**src/rtl/lqt_pkg.sv**
```systemverilog
// Shared types and constants for the linked queue table.
`default_nettype none
package lqt_pkg;

  // Link and id width; every link, pid and queue index is one byte.
  localparam int LINK_W = 8;

  // Default sizing handed to the top level.
  localparam int NUM_PROC_DEF   = 32;
  localparam int NUM_QUEUES_DEF = 8;

  // Command codes.
  localparam logic [1:0] CMD_ENQ   = 2'd0;
  localparam logic [1:0] CMD_REM   = 2'd1;
  localparam logic [1:0] CMD_DEQ   = 2'd2;
  localparam logic [1:0] CMD_ALLOC = 2'd3;

  // Status codes.
  localparam logic [1:0] ST_OK    = 2'd0;
  localparam logic [1:0] ST_ERR   = 2'd1;
  localparam logic [1:0] ST_EMPTY = 2'd2;

  typedef struct packed {
    logic [1:0]        cmd;
    logic [LINK_W-1:0] pid;
    logic [LINK_W-1:0] queue_id;
  } in_word_t;

  typedef struct packed {
    logic [1:0]        status;
    logic [LINK_W-1:0] pid_out;
    logic [LINK_W-1:0] queue_out;
  } out_word_t;

endpackage
`default_nettype wire

```
**src/rtl/linked_queue_table.sv**
```systemverilog
// Linked queue table: doubly linked FIFO queues of pids in one shared link table.
// Sequencer path from acceptance to out_valid: an error word DEC, DONE; allocate DEC,
//   AL2, DONE; remove DEC, UNL, DONE; an empty dequeue DEC, DQ1, DONE; enqueue DEC,
//   ENQ1, ENQ2, DONE; a dequeue that takes a pid DEC, DQ1, UNL, DQ3, DONE. Reads are registered.
// One word at a time: in_ready returns with out_valid, and an unaccepted result holds
//   the sequencer in DONE until the output register is free.
// Reset (rst_n low, synchronous) clears sequencer, out_valid, queue count, written bits.
`default_nettype none
module linked_queue_table #(
  parameter int NUM_PROC   = lqt_pkg::NUM_PROC_DEF,
  parameter int NUM_QUEUES = lqt_pkg::NUM_QUEUES_DEF
) (
  input  wire logic              clk,
  input  wire logic              rst_n,
  input  wire logic              in_valid,
  output logic                   in_ready,
  input  wire lqt_pkg::in_word_t in_data,
  output logic                   out_valid,
  input  wire logic              out_ready,
  output lqt_pkg::out_word_t     out_data
);

  localparam int LW       = lqt_pkg::LINK_W;
  localparam int TAB_SIZE = NUM_PROC + 2 * NUM_QUEUES;
  localparam int ADDR_W   = $clog2(TAB_SIZE);
  localparam int IDX_W    = $clog2(NUM_PROC);
  localparam int QA_W     = $clog2(NUM_QUEUES + 1);

  // Sequencer states, one-hot.
  typedef enum logic [8:0] {
    S_IDLE = 9'b000000001,
    S_DEC  = 9'b000000010,
    S_ENQ1 = 9'b000000100,
    S_ENQ2 = 9'b000001000,
    S_DQ1  = 9'b000010000,
    S_UNL  = 9'b000100000,
    S_DQ3  = 9'b001000000,
    S_AL2  = 9'b010000000,
    S_DONE = 9'b100000000
  } state_t;

  state_t state_r, state_nxt;

  // Latched command word; pid_r later holds the dequeued pid.
  logic [1:0]    cmd_r, cmd_nxt;
  logic [LW-1:0] pid_r, pid_nxt;
  logic [LW-1:0] qid_r, qid_nxt;
  logic [LW-1:0] last_r, last_nxt;

  // Result under construction and the output register.
  logic [1:0]         status_r, status_nxt;
  logic [LW-1:0]      pidout_r, pidout_nxt;
  logic [LW-1:0]      qout_r, qout_nxt;
  lqt_pkg::out_word_t out_data_r, out_data_nxt;
  logic               out_valid_r, out_valid_nxt;

  logic [QA_W-1:0] qa_r, qa_nxt;

  // Written bits for process entries; an unwritten entry reads as a self-link.
  logic [NUM_PROC-1:0] nvalid_r, pvalid_r;

  // Link memories: next links and prev links, one write and one read each.
  logic [LW-1:0] next_mem [TAB_SIZE];
  logic [LW-1:0] prev_mem [TAB_SIZE];

  logic          n_we, p_we, n_re, p_re;
  logic [LW-1:0] n_waddr, n_wdata, p_waddr, p_wdata, n_raddr, p_raddr;
  logic [LW-1:0] n_rdata_r, p_rdata_r, n_rtag_r, p_rtag_r;
  logic          n_ovr_r, p_ovr_r;
  logic [LW-1:0] n_raw, p_raw, n_link, p_link;

  // Shared sentinel address unit.
  logic [LW-1:0] sen_idx, sen_head, sen_tail;
  logic          pid_ok, q_ok, tab_full;

  function automatic logic [LW-1:0] clamp_link(input logic [LW-1:0] v);
    return ({1'b0, v} < (LW + 1)'(TAB_SIZE)) ? v : '0;
  endfunction

  function automatic logic is_proc(input logic [LW-1:0] v);
    return {1'b0, v} < (LW + 1)'(NUM_PROC);
  endfunction

  assign in_ready  = (state_r == S_IDLE);
  assign out_valid = out_valid_r;
  assign out_data  = out_data_r;

  // Resolve read data: substitute the self-link for an unwritten process entry.
  assign n_raw  = n_ovr_r ? n_rtag_r : n_rdata_r;
  assign p_raw  = p_ovr_r ? p_rtag_r : p_rdata_r;
  assign n_link = clamp_link(n_raw);
  assign p_link = clamp_link(p_raw);

  // Head sentinel of the selected queue sits at NUM_PROC + 2*index.
  assign sen_idx  = (cmd_r == lqt_pkg::CMD_ALLOC) ? LW'(qa_r) : qid_r;
  assign sen_head = LW'((LW + 1)'(NUM_PROC) + {sen_idx, 1'b0});
  assign sen_tail = LW'({1'b0, sen_head} + (LW + 1)'(1));

  assign pid_ok   = is_proc(pid_r);
  assign q_ok     = qid_r < LW'(qa_r);
  assign tab_full = qa_r >= QA_W'(NUM_QUEUES);

  always_comb begin
    state_nxt     = state_r;
    cmd_nxt       = cmd_r;
    pid_nxt       = pid_r;
    qid_nxt       = qid_r;
    last_nxt      = last_r;
    status_nxt    = status_r;
    pidout_nxt    = pidout_r;
    qout_nxt      = qout_r;
    qa_nxt        = qa_r;
    out_data_nxt  = out_data_r;
    out_valid_nxt = out_valid_r && !out_ready;
    n_we = 1'b0; n_waddr = '0; n_wdata = '0;
    p_we = 1'b0; p_waddr = '0; p_wdata = '0;
    n_re = 1'b0; n_raddr = '0;
    p_re = 1'b0; p_raddr = '0;

    case (state_r)
      S_IDLE: begin
        if (in_valid) begin
          cmd_nxt   = in_data.cmd;
          pid_nxt   = in_data.pid;
          qid_nxt   = in_data.queue_id;
          state_nxt = S_DEC;
        end
      end
      S_DEC: begin
        status_nxt = lqt_pkg::ST_OK;
        pidout_nxt = '0;
        qout_nxt   = '0;
        case (cmd_r)
          lqt_pkg::CMD_ENQ: begin
            if (!pid_ok || !q_ok) begin
              status_nxt = lqt_pkg::ST_ERR;
              state_nxt  = S_DONE;
            end else begin
              p_re      = 1'b1;
              p_raddr   = sen_tail;
              state_nxt = S_ENQ1;
            end
          end
          lqt_pkg::CMD_REM: begin
            if (!pid_ok) begin
              status_nxt = lqt_pkg::ST_ERR;
              state_nxt  = S_DONE;
            end else begin
              n_re       = 1'b1;
              n_raddr    = pid_r;
              p_re       = 1'b1;
              p_raddr    = pid_r;
              pidout_nxt = pid_r;
              state_nxt  = S_UNL;
            end
          end
          lqt_pkg::CMD_DEQ: begin
            if (!q_ok) begin
              status_nxt = lqt_pkg::ST_ERR;
              state_nxt  = S_DONE;
            end else begin
              n_re      = 1'b1;
              n_raddr   = sen_head;
              state_nxt = S_DQ1;
            end
          end
          default: begin
            if (tab_full) begin
              status_nxt = lqt_pkg::ST_ERR;
              state_nxt  = S_DONE;
            end else begin
              n_we = 1'b1; n_waddr = sen_head; n_wdata = sen_tail;
              p_we = 1'b1; p_waddr = sen_head; p_wdata = sen_head;
              state_nxt = S_AL2;
            end
          end
        endcase
      end
      S_ENQ1: begin
        last_nxt = p_link;
        n_we = 1'b1; n_waddr = pid_r; n_wdata = sen_tail;
        p_we = 1'b1; p_waddr = pid_r; p_wdata = p_link;
        state_nxt = S_ENQ2;
      end
      S_ENQ2: begin
        n_we = 1'b1; n_waddr = last_r;   n_wdata = pid_r;
        p_we = 1'b1; p_waddr = sen_tail; p_wdata = pid_r;
        pidout_nxt = pid_r;
        state_nxt  = S_DONE;
      end
      S_DQ1: begin
        if (is_proc(n_raw)) begin
          pid_nxt    = n_raw;
          pidout_nxt = n_raw;
          n_re       = 1'b1;
          n_raddr    = n_raw;
          p_re       = 1'b1;
          p_raddr    = n_raw;
          state_nxt  = S_UNL;
        end else begin
          status_nxt = lqt_pkg::ST_EMPTY;
          state_nxt  = S_DONE;
        end
      end
      S_UNL: begin
        // Splice the entry out: prev's next skips forward, next's prev skips back.
        n_we = 1'b1; n_waddr = p_link; n_wdata = n_link;
        p_we = 1'b1; p_waddr = n_link; p_wdata = p_link;
        state_nxt = (cmd_r == lqt_pkg::CMD_DEQ) ? S_DQ3 : S_DONE;
      end
      S_DQ3: begin
        n_we = 1'b1; n_waddr = pid_r; n_wdata = pid_r;
        p_we = 1'b1; p_waddr = pid_r; p_wdata = pid_r;
        state_nxt = S_DONE;
      end
      S_AL2: begin
        n_we = 1'b1; n_waddr = sen_tail; n_wdata = sen_tail;
        p_we = 1'b1; p_waddr = sen_tail; p_wdata = sen_head;
        qout_nxt  = LW'(qa_r);
        qa_nxt    = QA_W'(qa_r + 1'b1);
        state_nxt = S_DONE;
      end
      S_DONE: begin
        // Hold the result until the output register is free.
        if (!out_valid_r || out_ready) begin
          out_data_nxt.status    = status_r;
          out_data_nxt.pid_out   = pidout_r;
          out_data_nxt.queue_out = qout_r;
          out_valid_nxt          = 1'b1;
          state_nxt              = S_IDLE;
        end
      end
      default: begin
        state_nxt = S_IDLE;
      end
    endcase
  end

  // Control state.
  always_ff @(posedge clk) begin
    if (!rst_n) begin
      state_r     <= S_IDLE;
      out_valid_r <= 1'b0;
      qa_r        <= '0;
      nvalid_r    <= '0;
      pvalid_r    <= '0;
    end else begin
      state_r     <= state_nxt;
      out_valid_r <= out_valid_nxt;
      qa_r        <= qa_nxt;
      if (n_we && is_proc(n_waddr)) begin
        nvalid_r[n_waddr[IDX_W-1:0]] <= 1'b1;
      end
      if (p_we && is_proc(p_waddr)) begin
        pvalid_r[p_waddr[IDX_W-1:0]] <= 1'b1;
      end
    end
  end

  // Payload registers.
  always_ff @(posedge clk) begin
    cmd_r      <= cmd_nxt;
    pid_r      <= pid_nxt;
    qid_r      <= qid_nxt;
    last_r     <= last_nxt;
    status_r   <= status_nxt;
    pidout_r   <= pidout_nxt;
    qout_r     <= qout_nxt;
    out_data_r <= out_data_nxt;
    if (n_re) begin
      n_rtag_r <= n_raddr;
      n_ovr_r  <= is_proc(n_raddr) && !nvalid_r[n_raddr[IDX_W-1:0]];
    end
    if (p_re) begin
      p_rtag_r <= p_raddr;
      p_ovr_r  <= is_proc(p_raddr) && !pvalid_r[p_raddr[IDX_W-1:0]];
    end
  end

  // Next-link memory.
  always_ff @(posedge clk) begin
    if (n_we) begin
      next_mem[n_waddr[ADDR_W-1:0]] <= n_wdata;
    end
    if (n_re) begin
      n_rdata_r <= next_mem[n_raddr[ADDR_W-1:0]];
    end
  end

  // Prev-link memory.
  always_ff @(posedge clk) begin
    if (p_we) begin
      prev_mem[p_waddr[ADDR_W-1:0]] <= p_wdata;
    end
    if (p_re) begin
      p_rdata_r <= prev_mem[p_raddr[ADDR_W-1:0]];
    end
  end

`ifndef SYNTHESIS
  a_state_onehot: assert property (@(posedge clk) disable iff (!rst_n)
    $onehot(state_r))
    else $error("sequencer state not one-hot");

  a_qa_bound: assert property (@(posedge clk) disable iff (!rst_n)
    qa_r <= QA_W'(NUM_QUEUES))
    else $error("queue count beyond table size");

  a_accept_decode: assert property (@(posedge clk) disable iff (!rst_n)
    in_valid && in_ready |=> state_r == S_DEC)
    else $error("accepted word not decoded");

  a_nwr_range: assert property (@(posedge clk) disable iff (!rst_n)
    n_we |-> {1'b0, n_waddr} < (LW + 1)'(TAB_SIZE))
    else $error("next-link write outside table");

  a_pwr_range: assert property (@(posedge clk) disable iff (!rst_n)
    p_we |-> {1'b0, p_waddr} < (LW + 1)'(TAB_SIZE))
    else $error("prev-link write outside table");
`endif

endmodule
`default_nettype wire
```
**config.mk**
```make
export PLATFORM = sky130hd
export DESIGN_NAME = linked_queue_table
export DESIGN_NICKNAME = d
export VERILOG_FILES = /design/src/rtl/lqt_pkg.sv /design/src/rtl/linked_queue_table.sv
export SDC_FILE = /design/constraint.sdc
export NUM_CORES = 1
export LEC_CHECK = 0
export BUFFER_PORTS_ARGS = -buffer_cell sky130_fd_sc_hd__buf_2
export CAP_MARGIN = 20
export CORE_ASPECT_RATIO = 0.6
export CORE_MARGIN = 2
export CORE_UTILIZATION = 45
export CTS_BUF_LIST = sky130_fd_sc_hd__clkbuf_4
export DETAILED_ROUTE_END_ITERATION = 10
export PLACE_DENSITY = 0.65
export SLEW_MARGIN = 5
export SYNTH_ARGS = -nofsm -noshare
export SYNTH_HDL_FRONTEND = slang
export SYNTH_SLANG_ARGS = --single-unit
```
**constraint.sdc**
```tcl
create_clock -name clk -period 4.85 [get_ports clk]
set_input_delay 0.7275 -clock clk [delete_from_list [all_inputs] [get_ports clk]]
set_output_delay 0.7275 -clock clk [all_outputs]
set_load 0.02 [all_outputs]
```
Word level (Yosys, flattened, before mapping) --
Memory sizes are Yosys's and may differ from the RTL's. A register that Yosys moved wholly into a read port is not among the register bits. Cells that the tools add are included.
Cells by class: add/sub/neg operators 3, $mul 0, div/mod/pow operators 0, magnitude comparators 16, equality and inequality tests 16, shift operators 0, multiplexer cells 67, bitwise gates (word level) 2, reduce and logical (&&, ||, !) cells 34
Operators by type and width (number):
- two-way mux 8 bit | 15
- one-hot mux 8 bit (2 select lines) | 6
- one-hot mux 8 bit (4 select lines) | 3
- two-way mux 9 bit | 8
- < comparator 8 x 6 -> 1 bit (second input constant) | 8
- bitwise OR 32 bit | 2
- one-hot mux 9 bit (7 select lines) | 1
- one-hot mux 8 bit (5 select lines) | 1
- one-hot mux 9 bit (3 select lines) | 1
- < comparator 5 x 6 -> 1 bit (second input constant) | 4
- one-hot mux 8 bit (3 select lines) | 1
- two-way mux 1 bit | 18
- binary-select mux 1 bit (select 5 bit) | 2
- demux 1 bit (select 5 bit) | 2
- greater-or-equal comparator 5 x 1 -> 1 bit (second input constant) | 2
- one-hot mux 1 bit (2 select lines) | 5
- AND reduction 2 bit | 5
- OR reduction 2 bit | 5
- equality test 9 x 1 -> 1 bit (second input constant) | 1
- equality test 9 x 2 -> 1 bit (second input constant) | 1
- equality test 9 x 3 -> 1 bit (second input constant) | 1
- equality test 9 x 4 -> 1 bit (second input constant) | 1
- equality test 9 x 5 -> 1 bit (second input constant) | 1
- equality test 9 x 6 -> 1 bit (second input constant) | 1
- 24 further kinds | 43
Storage, ports and cells: register bits 158, bits in latches 0, bits in writable memories 768, memory bits (read-only) 0, input port bits 22, word-level logic and storage cells 159, memories 2
Memories:
- next_mem | depth 48, bits a word 8, rd ports 1, clocked after Yosys merged registers in 1, write ports 1, line linked_queue_table.sv:63 | logic [LW-1:0] next_mem [TAB_SIZE];
- prev_mem | depth 48, bits a word 8, rd ports 1, clocked after Yosys merged registers in 1, write ports 1, line linked_queue_table.sv:64 | logic [LW-1:0] prev_mem [TAB_SIZE];

Longest topological paths before layout --
Gate-level depths: netlist of run 1.
depth after elaboration 11, mapped depth 16, gate-level depth less buffers 13

Worst setup path before layout of run 1 --
Ideal clock, no wire load.
path type register -> register, start point register state_r[3], end point memory next_mem[0][6] (netlist name), data pin, library setup time 579 ps, arrival time 4066 ps, data required time 4271 ps, slack 205 ps, cell stages (with the launch flop) 7, path buffers 2, clock period less this slack 4645 ps, cell sequence dfxtp_1 buf_4 or4_1 buf_4 nor3_1 nor2b_1 o21ai_0
Between the ends: longest elaborated chain between the ends 3, elaborated cells between the ends (all ways) 9, classes of those cells eq/ne: 6; mux: 1; reduce/logical: 2
Ends and longest elaborated chain:
- from (decl) | line linked_queue_table.sv:42 | state_t state_r, state_nxt;
- from (signal assigned) | line linked_queue_table.sv:248 | state_r <= state_nxt;
- equality test 9 x 8 -> 1 bit, or another cell as far along | line linked_queue_table.sv:120 | case (state_r)
- OR reduction 2 bit (no source line)
- one-hot mux 8 bit (4 select lines) * | line linked_queue_table.sv:120
- via n_wdata[6] | line linked_queue_table.sv:67 | logic [LW-1:0] n_waddr, n_wdata, p_waddr, p_wdata, n_raddr, p_raddr;
- to (decl) | line linked_queue_table.sv:63
Mark *: on every way through the listed nets, which the timed path passes. The rest lies on a longest branch.

Final worst setup path of run 1 --
start point register state_r[3], end point register p_rdata_r[7], read port of prev_mem, data pin
Between the ends: longest elaborated chain between the ends 2, elaborated cells between the ends (all ways) 4, classes of those cells eq/ne: 2; mux: 2
Ends and longest elaborated chain:
- equality test 9 x 5 -> 1 bit / equality test 9 x 2 -> 1 bit (equally long branches) | line linked_queue_table.sv:120
- one-hot mux 8 bit (2 select lines) / one-hot mux 1 bit (2 select lines) (equally long branches) | line linked_queue_table.sv:120
- to (decl) | line linked_queue_table.sv:68 | logic [LW-1:0] n_rdata_r, p_rdata_r, n_rtag_r, p_rtag_r;
Parallel ways exist; a longest one is shown, timed or not. A chain may end at the register's enable or synchronous reset.

==> key figures, run 1 <==
Die
  – Core area: 85200 sq um
  – Height of the die: 231 um
  – Die X: 382 um
  – FP Rows: 83
  – # IOs: 42
  – Starting Density: around 45%
  – Die area: 88000 sq um

Job
  – Maxcap violations: 0

Setup path
  – Worst Path Buf+Inv: 1
  – Reg2reg end: p_rdata_r[7]$_DFFE_PP_
  – Top delay family on crit path: simple AND/OR/NAND/NOR gates
  – Critical Path Fanout Max: 18
  – Setup CP Type: reg -> reg
  – Internal reg-to-reg setup slack: 240 ps
  – Slowest cell on crit path: nor4_1
  – CP endpoint kind: register
  – CP Cell Sequence: nor4_1 > nand4_1 > o32a_1 > nand2_2 > buf_4 > mux2i_1 > o22ai_1 > nor3_1 > a2bb2oi_1 > o21ai_0
  – Largest stage delay on the critical path: 840 ps
  – Critical path data required time: 5670 ps
  – FF-to-FF path depth: 10
  – Worst setup SP type: register
  – CP Data Arrival Time: 5430 ps
  – R2r startpoint: state_r[3]$_SDFFE_PN0P_

Timing
  – Setup Skew: just under 80 ps
  – Fmax: between 0.2 and 0.25 GHz
  – Pins Over Slew Limit: 0
  – Crit path time final: 4610 ps
  – Final hold viol count: 0
  – Final setup TNS: 0 ps
  – Hold WS: 229 ps
  – Worst Tran Pin Value: approximately 1000 ps
  – Final setup viols: 0
  – Final worst-path cycle share: between 90% and 100%
  – Slew margin rel.: 32.1%
  – Fin worst setup slack: 243 ps
  – RSZ-0062 raised after global routing: false

Routing
  – First-pass DRT Iterations: 8
  – # DRC: 0
  – Wirelength, routed: 116000 um
  – Total number of vias: 26800
  – Via density per instance: 5.94
  – WL per Instance: 25.8 um
  – Detailed Route Iter0 Violations: 4113
  – Routed Antenna Nets: 0

Global route
  – Total track usage: 26.3%
  – Overflow after GRT: 0
  – Vias in the first global route: about 25000
  – Global-route wire length before repair: 169000 um
  – Antenna violations before repair: 8
  – Largest net degree at the start of global routing: 95

Cells and area
  – Most frequent cells in the layout: edfxtp_1 (832), nand2_1 (468), clkbuf_4 (316), mux2i_1 (279), nand3_1 (218)
  – Number of fillers in the final layout: 7227
  – Fin cells: 4513
  – Multi-input gate area: 11200 sq um
  – Reg area: approximately 27000 sq um
  – Area growth, synth to finish: 14.0%
  – Nets: between 3000 and 4000
  – Commonest non-fill, non-tap cell in the layout: edfxtp_1
  – Final core utilization: 51.5%
  – Share of layout cells above drive strength 1: 18.7%

Place
  – Final Wtd Congestion: a little over 1
  – Final HPWL DP: 78100 um
  – Placed cell count: 4099
  – Post-Place Setup Slack: 449 ps
  – Port Buffers: 37

Synthesis
  – Post-synth EDFFs: 832
  – Synth cell types: 83
  – Ys async rst share: 0%
  – Yosys reg bits: 910
  – Synth Flop Type: edfxtp_1
  – Mean area per synthesized cell: 13.3 sq um
  – Post-Syn Area: 38500 sq um
  – Synth warn: 0
  – Cells after Synth: 2896
  – Seq/Total Area, Yosys: 69.0%

Clocking
  – CTS root buffer: clkbuf_4
  – Resized Gates After CTS: 0
  – TritonCTS clock tree: built
  – CTS max path bufs: 3
  – Clk pin slew, worst setup/hold paths: approximately 80 ps
  – Sink Count: 910
  – Inserted Clock Buffers: 207
  – H-tree Lvls: 4
  – Skew-Pair Late Insertion Delay: 1110 ps
  – Post CTS Setup Buffer Count: 0

Hold path
  – Tightest Hold Check Type: in -> reg
  – Hold Crit Endpoint: nvalid_r[14]$_SDFFE_PN0P_
  – Hold Path Depth: 2
  – Critical hold path startpoint: rst_n

Run status
  – Status: finished clean

Pwr
  – Leakage: 15.1 nW
  – Power per cell area: 339 nW/um^2
  – Peak VDD IR: 213 uV
==> cell families after synthesis <==
group / share of synthesized area, %
xor+xnor: 0.159
simple gates: 13.3
flops: 69.0
other cells: 0.00974
buf+inv: 2.41
fa+ha+maj: 0.358
compound gates: 6.80
mux: 7.99
==> per-stage QoR <==
stage	total power, mW	cell area [sq um]
finish	14.9	43900
global route	15.4	43900
CTS	15.0	43900
detailed placement	8.87	40900
global placement	8.86	40900
floorplan	8.77	38500
==> cells in the mapped netlist, types with 6 or more instances <==
master | n | area share, %
a211oi_1 | 36 | 0.70
a21o_1 | 6 | 0.12
a21oi_1 | 94 | 1.2
a221oi_1 | 7 | 0.16
a22oi_1 | 18 | 0.35
a311o_1 | 6 | 0.16
a31oi_1 | 11 | 0.18
a32oi_1 | 7 | 0.16
and2_1 | 22 | 0.36
and3_1 | 39 | 0.63
buf_2 | 51 | 0.66
buf_4 | 22 | 0.43
buf_6 | 11 | 0.32
clkbuf_1 | 66 | 0.64
dfxtp_1 | 78 | 4.1
edfxtp_1 | 832 | 65
ha_1 | 11 | 0.36
inv_1 | 16 | 0.16
mux2_2 | 25 | 0.73
mux2i_1 | 279 | 7.3
nand2_1 | 470 | 4.6
nand2b_1 | 6 | 0.098
nand3_1 | 218 | 2.8
nand4_1 | 14 | 0.23
nor2_1 | 197 | 1.9
nor2b_1 | 55 | 0.89
nor3_1 | 19 | 0.25
nor4_1 | 13 | 0.21
o211ai_1 | 27 | 0.53
o21a_1 | 25 | 0.49
o21ai_0 | 51 | 0.66
o221a_2 | 6 | 0.18
o221ai_1 | 10 | 0.23
o22ai_1 | 12 | 0.20
or3_1 | 10 | 0.16
or4_1 | 12 | 0.23
xnor2_1 | 7 | 0.16
==> report_power, final <==
part / internal (mW) / switching (mW) / leakage (nW) / total (mW)
clock network: 3.09 / 3.08 / 1.62 / 6.17
logic: 0.0702 / 0.157 / 4.85 / 0.227
registers: 8.46 / 0.0282 / 8.59 / 8.49
==> area by class of cell <==
| cell class | count | share of cell area (%) |
|---|---|---|
| Clock buffer | 316 | 5.41 |
| Multi-Input combinational cell | 1812 | 25.6 |
| Tap cell | 1147 | 3.27 |
| Sequential cell | 910 | 60.5 |
| Inverter | 22 | 0.211 |
| Clock inverter | 70 | 0.816 |
| Antenna cell | 7 | 0.0399 |
| Timing Repair Buffer | 229 | 4.16 |
==> routing by layer <==
metal | GRT usage [%] | wire length, um | vias to the layer above | part of all wire [%]
met3 | 10.7 | 18400 | 140 | 16
met1 | 41.6 | 52300 | 13200 | 45
li1 | - | - | 11600 | -
met4 | 6.91 | 1670 | 0 | 1.4
met5 | 0 | 0 | - | 0
met2 | 32.3 | 43900 | 1902 | 38
==> sequential cells by signal, summed over array words and instances, names as in the netlist <==
| name | cells |
|---|---|
| pvalid_r | 32 |
| out_data | 14 |
| state_r | 9 |
| qa_r | 4 |
| nvalid_r | 32 |
| n_rtag_r | 8 |
| p_rtag_r | 8 |
| n_rdata_r | 8 |
| out_valid | 1 |
| cmd_r | 2 |
| p_ovr_r | 1 |
| status_r | 2 |
| prev_mem | 360 |
| n_ovr_r | 1 |
| last_r | 8 |
| pidout_r | 8 |
| qid_r | 8 |
| p_rdata_r | 8 |
| next_mem | 384 |
| qout_r | 4 |
| pid_r | 8 |
==> repair_timing <==
item	in CTS	in global routing
hold endpoints to repair	22	0
endpoints found under the setup margin	0	0
hold buffers	20	0
==> how the worst max path moves through the flow <==
stage                                     to               startpoint  slack (ps)  cells after the start
finish                p_rdata_r[7]$_DFFE_PP_  state_r[3]$_SDFFE_PN0P_         240                     10
global route          p_rdata_r[7]$_DFFE_PP_     qa_r[3]$_SDFFE_PN0N_         130                     12
CTS                   p_rdata_r[7]$_DFFE_PP_     qa_r[3]$_SDFFE_PN0N_         410                     12
detailed placement    p_rdata_r[7]$_DFFE_PP_  state_r[3]$_SDFFE_PN0P_         450                     10
global placement      p_rdata_r[7]$_DFFE_PP_  state_r[8]$_SDFFE_PN0P_         490                     10
floorplan           next_mem[0][6]$_DFFE_PP_  state_r[3]$_SDFFE_PN0P_         200                      6
==> worst reg2reg max path: cells and delay by family, from the launching register on <==
family	cells	cell delay [ps]
simple gates	4	1910
compound gates	4	1300
mux	1	410
flops	1	390
buf+inv	1	350
Note: power is estimated with default switching activity, not from simulation.
==> run 2, diff against run 1 <==
CORE_UTILIZATION = 50   (was 45)
PLACE_DENSITY = 0.71   (was 0.65)
==> run 2 against run 1 <==
  * Die area is 9.9% lower
  * Power is 1.4% lower
  * Non-clock buffer count increased by 29
  * First-iteration DRC count is 1.8% higher
  * Worst setup slack got worse by 38 ps
  * Sequential power about the same
  * Largest cell class unchanged
  * Largest power group unchanged
==> key figures, run 2 (synthesized netlist as in run 1, its figures left out) <==
Setup path
  – CP Cell Sequence: inv_1 > ha_1 > nor4b_2 > o211ai_1 > or3_1 > and2_1 > buf_4 > a21oi_1 > mux2i_1 > o21ai_0 > nand4b_1 (was nor4_1 > nand4_1 > o32a_1 > nand2_2 > buf_4 > mux2i_1 > o22ai_1 > nor3_1 > a2bb2oi_1 > o21ai_0)
  – Slowest cell on crit path: o21ai_0 (was nor4_1)
  – Reg2reg end: p_rdata_r[5]$_DFFE_PP_ (was p_rdata_r[7]$_DFFE_PP_)
  – CP endpoint kind: register (unchanged)
  – Worst setup SP type: register (unchanged)
  – Critical path data required time: 5770 ps (was 5670 ps)
  – FF-to-FF path depth: 11 (was 10)
  – R2r startpoint: cmd_r[0]$_DFFE_PP_ (was state_r[3]$_SDFFE_PN0P_)
  – Setup CP Type: reg -> reg (unchanged)
  – Top delay family on crit path: simple AND/OR/NAND/NOR gates (unchanged)
  – Worst Path Buf+Inv: 2 (was 1)
  – Internal reg-to-reg setup slack: 210 ps (was 240 ps)
  – CP Data Arrival Time: 5560 ps (was 5430 ps)
  – Largest stage delay on the critical path: 830 ps (was 840 ps)
  – Critical Path Fanout Max: 11 (was 18)

Pwr
  – Leakage: 15.1 nW (about the same)
  – Sw Share: 22.0% (was 21.9%)
  – Peak VDD IR: 180 uV (was 213 uV)
  – Gate power share: 1.6% (was 1.5%)
  – Switch Pwr: 3.22 mW (was 3.26 mW)
  – Total Power: 14.7 mW (was 14.9 mW)
  – Power per cell area: 336 nW/um^2 (was 339 nW/um^2)
  – Flop pwr share: 57.9% (was 57.0%)
  – Int Pwr: 11.4 mW (was 11.6 mW)
  – Clock share of power: 40.5% (was 41.4%)

Timing
  – Setup Skew: 105 ps (was 79.5 ps)
  – Final setup viols: 0 (unchanged)
  – Slew margin rel.: 23.2% (was 32.1%)
  – Worst Tran Pin Value: 1150 ps (was 1010 ps)
  – Final worst-path cycle share: 95.8% (was 95.0%)
  – RSZ-0062 raised after global routing: false (unchanged)
  – Fmax: 0.215 GHz (was 0.217 GHz)
  – Final hold viol count: 0 (unchanged)
  – Pins Over Slew Limit: 0 (unchanged)
  – Crit path time final: 4640 ps (was 4610 ps)
  – Final setup TNS: 0 ps (unchanged)

Clocking
  – H-tree Lvls: 4 (unchanged)
  – Inserted Clock Buffers: 206 (was 207)
  – Skew-Pair Late Insertion Delay: 1110 ps (about the same)
  – Clk pin slew, worst setup/hold paths: 70 ps (was 80 ps)
  – CTS max path bufs: 3 (unchanged)
  – Sink Count: 910 (unchanged)
  – CTS root buffer: clkbuf_4 (unchanged)
  – Resized Gates After CTS: 0 (unchanged)
  – TritonCTS clock tree: built (unchanged)

Routing
  – Detailed Route Iter0 Violations: 4187 (was 4113)
  – Routed Antenna Nets: 0 (unchanged)
  – Total number of vias: 26600 (was 26800)
  – # DRC: 0 (unchanged)
  – WL per Instance: 26.4 um (was 25.8 um)
  – First-pass DRT Iterations: 6 (was 8)
  – Via density per instance: 6.07 (was 5.94)
  – Wirelength, routed: 116000 um (about the same)

Die
  – Die X: 362 um (was 382 um)
  – Starting Density: 50.7% (was 45.2%)
  – FP Rows: 78 (was 83)
  – Die area: 79300 sq um (was 88000 sq um)
  – # IOs: 42 (unchanged)
  – Height of the die: 219 um (was 231 um)
  – Core area: 75900 sq um (was 85200 sq um)

Global route
  – Total track usage: 29.2% (was 26.3%)
  – Overflow after GRT: 0 (unchanged)
  – Largest net degree at the start of global routing: 85 (was 95)
  – Global-route wire length before repair: 167000 um (was 169000 um)
  – Antenna violations before repair: 4 (was 8)
  – Vias in the first global route: 25400 (was 25200)

Hold path
  – Hold Crit Endpoint: state_r[0]$_SDFFE_PN1P_ (was nvalid_r[14]$_SDFFE_PN0P_)
  – Tightest Hold Check Type: in -> reg (unchanged)
  – Hold Path Depth: 3 (was 2)
  – Critical hold path startpoint: rst_n (unchanged)

Cells and area
  – Area growth, synth to finish: 13.6% (was 14.0%)
  – Commonest non-fill, non-tap cell in the layout: edfxtp_1 (unchanged)
  – Most frequent cells in the layout: edfxtp_1 (832), nand2_1 (468), clkbuf_4 (302), mux2i_1 (279), nand3_1 (218) (was edfxtp_1 (832), nand2_1 (468), clkbuf_4 (316), mux2i_1 (279), nand3_1 (218))
  – Share of layout cells above drive strength 1: 19.1% (was 18.7%)
  – Fin cells: 4374 (was 4513)
  – Nets: 3243 (was 3215)
  – Max FFs per register: 384 (unchanged)
  – Design area: 43700 sq um (was 43900 sq um)

Job
  – Maxcap violations: 0 (unchanged)

Place
  – Placed cell count: 3980 (was 4099)
  – Post-DP Area: 40900 sq um (unchanged)
  – Final Wtd Congestion: 0.996 (was 1.01)
  – Port Buffers: 37 (unchanged)
  – Final HPWL DP: 77800 um (was 78100 um)

Run status
  – Status: finished clean (unchanged)
-- run 2: changes by cell type in the layout (fill, tap and decap cells not counted), sizes merged --
cell and delta:
clkinv -5, inv +4, clkinvlp -4, clkbuf -14, bufinv -1, diode -1
buf +29
-- run 2: through the flow --
step | utilization, % | hold WS [ps] | setup slack, ps
after floorplan | - | 400 | 205
after global placement | 53.9 | 402 | 583
after detailed placement | 53.9 | 405 | 401
after CTS | 57.5 | 101 | 310
after global routing | 57.6 | 199 | 49.6
final | 57.6 | 213 | 205
-- run 2: worst max path at each step --
stage | startpoint | endpoint | slack [ps] | cells after the start
floorplan | state_r[3]$_SDFFE_PN0P_ | next_mem[0][6]$_DFFE_PP_ | 200 | 6
global placement | cmd_r[1]$_DFFE_PP_ | p_rdata_r[2]$_DFFE_PP_ | 580 | 12
detailed placement | cmd_r[1]$_DFFE_PP_ | p_rdata_r[2]$_DFFE_PP_ | 400 | 12
CTS | cmd_r[1]$_DFFE_PP_ | p_rdata_r[2]$_DFFE_PP_ | 310 | 12
global route | qid_r[3]$_DFFE_PP_ | p_rdata_r[5]$_DFFE_PP_ | 50 | 11
finish | cmd_r[0]$_DFFE_PP_ | p_rdata_r[5]$_DFFE_PP_ | 210 | 11
-- run 2: power by group through the flow --
| stage | combinational [mW] | sequential, mW | clock (mW) |
|---|---|---|---|
| after floorplan | 0.120 | 8.65 | 0 |
| after global placement | 0.207 | 8.66 | 0 |
| after detailed placement | 0.210 | 8.66 | 0 |
| after CTS | 0.223 | 8.49 | 6.05 |
| after global routing | 0.243 | 8.49 | 6.43 |
| final | 0.232 | 8.49 | 5.95 |
-- run 2: timing repair --
action / CTS / global route
endpoints found under the setup margin: 0 / 1
buffers inserted: 0 / 1
hold endpoints to repair: 21 / 0
hold buffers: 20 / 0
-- run 2: tightest hold or removal path, stage by stage --
cell and delay (ps):
buf_2 100, buf_4 290, nand2_1 140
-- run 2: cell type report --
type                    count  area [sq um]
inverters                  22          92.6
multi-input cells        1812         11200
diodes                      6          15.0
repair buffers            258          2030
well taps                1000          1250
clock inverters            64           307
clock buffers             302          2270
flip-flops and latches    910         26500
fillers                  6043         32200
-- run 2: per-layer routing --
layer / global-route usage (%) / up-vias / share of wire [%]
met5: 0.797 / - / 0.16
met4: 8.45 / 7 / 1.8
met3: 14.7 / 178 / 17
met2: 35.8 / 1831 / 37
met1: 44.2 / 12900 / 44
li1: - / 11600 / -
